[config.mk]
export PLATFORM = sky130hd
export DESIGN_NAME = sic_cell
export DESIGN_NICKNAME = d
export VERILOG_FILES = /design/src/hdl/sic_pkg.sv /design/src/hdl/sic_cell.sv
export SDC_FILE = /design/constraint.sdc
export NUM_CORES = 1
export LEC_CHECK = 0
export ABC_AREA = 1
export ABC_CLOCK_PERIOD_IN_PS = 6800
export BUFFER_PORTS_ARGS = -buffer_cell sky130_fd_sc_hd__buf_2
export CAP_MARGIN = 20
export CELL_PAD_IN_SITES_DETAIL_PLACEMENT = 0
export CELL_PAD_IN_SITES_GLOBAL_PLACEMENT = 1
export CORE_MARGIN = 2
export CORE_UTILIZATION = 43
export CTS_CLUSTER_DIAMETER = 150
export DETAILED_ROUTE_END_ITERATION = 10
export GPL_ROUTABILITY_DRIVEN = 0
export MAX_ROUTING_LAYER = met4
export PLACE_DENSITY = 0.87
export SYNTH_ARGS = -nofsm -noshare
export SYNTH_HDL_FRONTEND = slang
export SYNTH_SLANG_ARGS = --single-unit
[constraint.sdc]
create_clock -name clk -period 6.8 [get_ports clk]
set_clock_uncertainty 0.2 [all_clocks]
set_input_delay 0.34 -clock clk [delete_from_list [all_inputs] [get_ports clk]]
set_output_delay 0.34 -clock clk [all_outputs]
set_load 0.005 [all_outputs]
[src/hdl/sic_pkg.sv]
// ----------------------------------------------------------------------------
// sic_pkg: shared types and codes for the interning cache
// Result codes, command values, reset and saturation constants, the control
// word sent down the row of slot cells, and the controller state type.
// ----------------------------------------------------------------------------
package sic_pkg;

    // result codes carried in m_tuser
    typedef enum logic [2:0] {
        OUT_EMPTY    = 3'd0,
        OUT_TOO_LONG = 3'd1,
        OUT_HIT      = 3'd2,
        OUT_INSERTED = 3'd3,
        OUT_FULL     = 3'd4,
        OUT_FLUSHED  = 3'd5
    } outcome_t;

    // command field values
    localparam logic CMD_LOOKUP = 1'b0;
    localparam logic CMD_FLUSH  = 1'b1;

    // reset value of the aging threshold register
    localparam logic [6:0] AGE_THRESHOLD_RESET = 7'd25;

    // saturation limit of a slot's hit counter
    localparam logic [7:0] HITS_MAX = 8'hFF;

    // control word broadcast to every slot cell
    typedef struct packed {
        logic compare;  // latch match and lowest-free flags
        logic hit;      // bump the counter of the matching cell
        logic insert;   // write the key into the first free cell
        logic age;      // free zero-hit cells, halve the rest
        logic flush;    // free every cell
    } sic_ctl_t;

    // controller states
    typedef enum logic [1:0] {
        ST_IDLE,
        ST_CMP,
        ST_DEC,
        ST_APPLY
    } state_t;

endpackage

[src/hdl/sic_cell.sv]
// ----------------------------------------------------------------------------
// sic_cell: one slot of the interning cache
// Holds used bit, key, length and hit counter. Compares against the broadcast
// key, passes the "free slot seen" flag to its right neighbor, and applies
// hit, insert, aging and flush updates.
// ----------------------------------------------------------------------------
module sic_cell #(
    parameter int KEY_W = 64,
    parameter int LEN_W = 4
) (
    input  logic              clk,
    input  logic              rst_n,
    input  sic_pkg::sic_ctl_t ctl,
    input  logic [KEY_W-1:0]  key,
    input  logic [LEN_W-1:0]  len,
    input  logic              free_in,
    output logic              free_out,
    output logic              match,
    output logic              lowest_free,
    output logic [7:0]        hits
);
    import sic_pkg::*;

    logic             used_reg;
    logic [KEY_W-1:0] key_reg;
    logic [LEN_W-1:0] len_reg;
    logic [7:0]       hits_reg;
    logic             match_reg;
    logic             first_reg;

    // free-slot flag ripples toward higher slots
    assign free_out    = free_in | ~used_reg;
    assign match       = match_reg;
    assign lowest_free = first_reg;
    assign hits        = hits_reg;

    // compare phase flags
    always_ff @(posedge clk or negedge rst_n)
    begin
        if (!rst_n)
        begin
            match_reg <= 1'b0;
            first_reg <= 1'b0;
        end
        else if (ctl.compare)
        begin
            match_reg <= used_reg && (len_reg == len) && (key_reg == key);
            first_reg <= ~used_reg & ~free_in;
        end
    end

    // used bit
    always_ff @(posedge clk or negedge rst_n)
    begin
        if (!rst_n)
            used_reg <= 1'b0;
        else if (ctl.flush)
            used_reg <= 1'b0;
        else if (ctl.insert && first_reg)
            used_reg <= 1'b1;
        else if (ctl.age && used_reg && (hits_reg == 8'd0))
            used_reg <= 1'b0;
    end

    // payload: key, length, counter
    always_ff @(posedge clk)
    begin
        if (ctl.insert && first_reg)
        begin
            key_reg  <= key;
            len_reg  <= len;
            // a fresh entry ends at zero hits with or without aging
            hits_reg <= 8'd0;
        end
        else if (ctl.hit && match_reg)
        begin
            if (hits_reg != HITS_MAX)
                hits_reg <= hits_reg + 8'd1;
        end
        else if (ctl.age && used_reg)
        begin
            hits_reg <= hits_reg >> 1;
        end
    end

endmodule

* Word level (Yosys, flattened, before mapping)
Index checks and enable logic that the tools add are counted.
** Cells by class
- Add/subtract/negate cells :: 1
- Equality and inequality tests :: 4
- Multiplexer cells :: 6
- Bitwise gates (word level) :: 4
- Reductions and logical operators :: 10
** Operators by type and width (number)
- == test 64 bit :: 1
- two-way mux 8 bit :: 3
- adder 8 x 1 -> 8 bit, second input constant :: 1
- zero test 8 bit :: 1
- != test 8 bit, second input constant :: 1
- logical AND 1 bit :: 6
- == test 4 bit :: 1
- two-way mux 1 bit :: 3
- nonzero test 3 bit :: 1
- != test 2 x 1 -> 1 bit, second input constant :: 1
- NOT 1 bit :: 2
- AND reduction 2 bit :: 1
- nonzero test 2 bit :: 1
- AND 1 bit :: 1
- OR 1 bit :: 1
** Storage, ports and cells
- Register bits after elaboration :: 79
- Bits of input ports :: 76
- Word-level logic and storage cells :: 31

* Logic depth before layout (Yosys ltp)
- Depth after elaboration :: 5
- Depth in mapped cells :: 10

* Worst setup path before layout
No wires, ideal clock.
- Kind :: reg2reg
- Start point :: reg first_reg, in the netlist lowest_free
- End point :: reg key_reg[0] (enable)
- Data arrival time :: 1.880 ns
- Data required time :: 6.176 ns
- Path slack :: 4.296 ns
- Cell stages (with the launch flop) :: 3
- Path buffers :: 0
- Cells stage by stage :: dfrtp_1 -> nand2_1 -> inv_1
** On the way
- Cells in the longest elaborated chain, start to end :: 1
** Ends and longest elaborated chain
- start: declaration :: RTL line sic_cell.sv:29 : logic first_reg;
- start signal: assignment :: RTL line sic_cell.sv:48 : first_reg <= ~used_reg & ~free_in;
- logical AND 1 bit :: RTL line sic_cell.sv:68 : if (ctl.insert && first_reg)
- end signal: assignment :: RTL line sic_cell.sv:70 : key_reg <= key;
- end: declaration :: RTL line sic_cell.sv:25 : logic [KEY_W-1:0] key_reg;
No other way between the ends.
A chain may end at the register's enable or synchronous reset.

* Worst setup path after layout
- Start point :: reg first_reg, in the netlist lowest_free
- End point :: reg key_reg[11] (enable)
Same word-level chain as after synthesis.

==> impl_metrics.ini <==
[synthesis]
ys_seq_area_share_pct = 56.8
ys_warn_count = 0
ys_top_cells_by_area = edfxtp_1 (51%), nand2_1 (14%), inv_1 (9.3%), nor2_1 (8.6%), dfxtp_1 (4.0%)
synth_largest_area_cell = edfxtp_1
syn_area_per_cell_um2 = 8.20
synth_nets = 567
syn_area_mm2 = 0.00401
synth_cell_types = 28
synthDominantCellAreaShare_pct = 50.9
syn_inst = 489
synth_seq_cells = 79

[drt]
drt_iter0_markers = 84
ant_nets = 0
drcViolationCount = 0
viasPerCell = 4.36
routedWlPerCell_um = 10.8
num_vias = 3344
firstDrtPassIters = 4
wl_mm = 8.28

[run]
drv_cap = 0

[die]
die_y_um = 101
core_mm2 = 0.00915
rows = 35
die_area_mm2 = 0.0101
die_w_um = 101
num_io_pins = 87
initial_core_util_pct = 43.8

[power]
max-vdd-ir-drop_uv = 110
p_seq_share_pct = 52.8
powerDensity_mw_per_mm2 = 204
power_frac_comb_pct = 14.7
p_clk_share_pct = 32.4
p_leak_nw = 2.69
p_sw_share_pct = 23.9
p_int_mw = 0.844
p_sw_mw = 0.265

[grt]
grt_use_total_pct = 17.8
grt_max_degree = 71
grt_pass1_vias = 3273
antenna_found_initial = 0
grt_pass1_wl_mm = 13.8
grt-ovfl-total = 0

[final_layout]
multi_input_comb_area_mm2 = 0.00135
nets = 730
antenna_cells = 0
fillers = 814
finalNonFillerCells = 767
fin_util_pct = 59.4
final_common_cell = nand2_1
area_growth_pct = 35.6
largest_reg_flops = 64
final_cell_mix = nand2_1 (154), inv_1 (98), nor2_1 (92), buf_2 (86), edfxtp_1 (68)
seq_area_mm2 = 0.00228
drive_above_1_share_pct = 17.2

[run_status]
status = finished clean

[place]
place_inst = 687
hpwl_mm = 5.77
port_buffers = 86

[timing]
max_freq_ghz = 0.509
rsz0062_at_grt = no
tns_ps = 0
relSlewSlack_pct = 39.5
slew_viol_final = 0
fin_crit_sh_pct = 28.9
setup_viol = 0
hold_viol = 0
period_needed_ps = 1960
worstMarginPinSlew_ps = 907

[critical_path]
cp-start-kind = flip-flop
cp_max_fo = 70
endpoint_kind = flip-flop
criticalPathCategory = reg -> reg
cp_data_arrival_time_ps = 1730
critPathRequiredTime_ps = 6570

[cts]
cts_root_buffer = clkbuf_8
ctsLongestPathBuffers = 2
post_cts_resized = 0
clkSinkCount = 79
h-tree-depth = 3
cts_tree = yes
path_clk_slew_ps = 70
clkLatencyLatePin_ps = 340
cts_buffers = 9

[hold_path]
hp-class = in -> reg
-- Yosys cell counts (all sizes together) --
cell    number
nand2      159
inv        100
nor2        93
edfxtp      68
o21ai       19
xnor2       10
dfxtp        8
a21oi        7
nand3        4
nand4        4
dfrtp        3
ha           2
nor3         2
o22ai        2
or2          2
xor2         2
a21o         1
clkinv       1
nand3b       1
nor4         1
-- power groups by stage --
stage | registers [mW] | logic [mW] | clock network, mW
CTS | 0.586 | 0.164 | 0.372
finish | 0.586 | 0.163 | 0.360
floorplan | 0.593 | 0.0778 | 0
global placement | 0.594 | 0.132 | 0
global route | 0.590 | 0.188 | 0.392
detailed placement | 0.596 | 0.135 | 0
-- critical path, stage by stage, from the launching register on --
cell and delay, ps:
dfrtp_1 390, nand2_1 190, inv_2 80, buf_4 710
-- metal layers --
layer  share of wire [%]  global-route usage, %
met3                 3.7                   3.19
met1                  48                   22.5
met2                  47                   28.6
met5                   0                      -
met4                 1.8                   6.95
-- final cells by class --
cell class / count / share of cell area [%]
repair buffers: 152 / 20.0
clock buffers: 9 / 2.28
clock inverters: 6 / 1.40
multi-input cells: 309 / 24.8
flip-flops and latches: 79 / 41.9
inverters: 101 / 7.11
well taps: 111 / 2.55
-- metrics by stage --
| stage | total power [mW] | hold slack [ps] | area (µm²) | setup WS, ps |
|---|---|---|---|---|
| detailed placement | 0.732 | -55.2 | 4590 | 4800 |
| floorplan | 0.670 | -156 | 4010 | 4300 |
| global placement | 0.726 | -55.3 | 4590 | 4810 |
| global route | 1.17 | 1.82 | 5440 | 4680 |
| finish | 1.11 | 10.6 | 5440 | 4840 |
| CTS | 1.12 | 0.206 | 5410 | 4820 |
-- path summary, 6_finish.rpt --
kind                                     to  slack, ps  depth (start not counted)        start
worst max-delay path            key_reg[11]       4840                          3  lowest_free
worst min-delay path            key_reg[42]         10                          1      key[42]
worst max register to register  key_reg[11]       4840                          3  lowest_free
max in group asynchronous          used_reg       6150                          2        rst_n
worst min register to register      hits[7]        330                          2      hits[7]
min in group asynchronous       lowest_free        130                          2        rst_n
-- cells by family (layout without fill, tap and decap cells) --
logic type / after synthesis / count (layout) / synth area share (%)
and+or+nand+nor: 266 / 266 / 26.5
buffers and inverters: 101 / 268 / 9.64
DFF: 79 / 79 / 56.8
AOI/OAI and AO/OA: 29 / 29 / 3.84
xor gates and xnor gates: 12 / 12 / 2.62
adders and majority gates: 2 / 2 / 0.624
-- timing repair --
action                    4_1_cts  5_1_grt
buffers inserted                0        0
hold buffers                   62        3
hold endpoints to repair       64        3
Note: power is estimated with default switching activity, not from simulation.
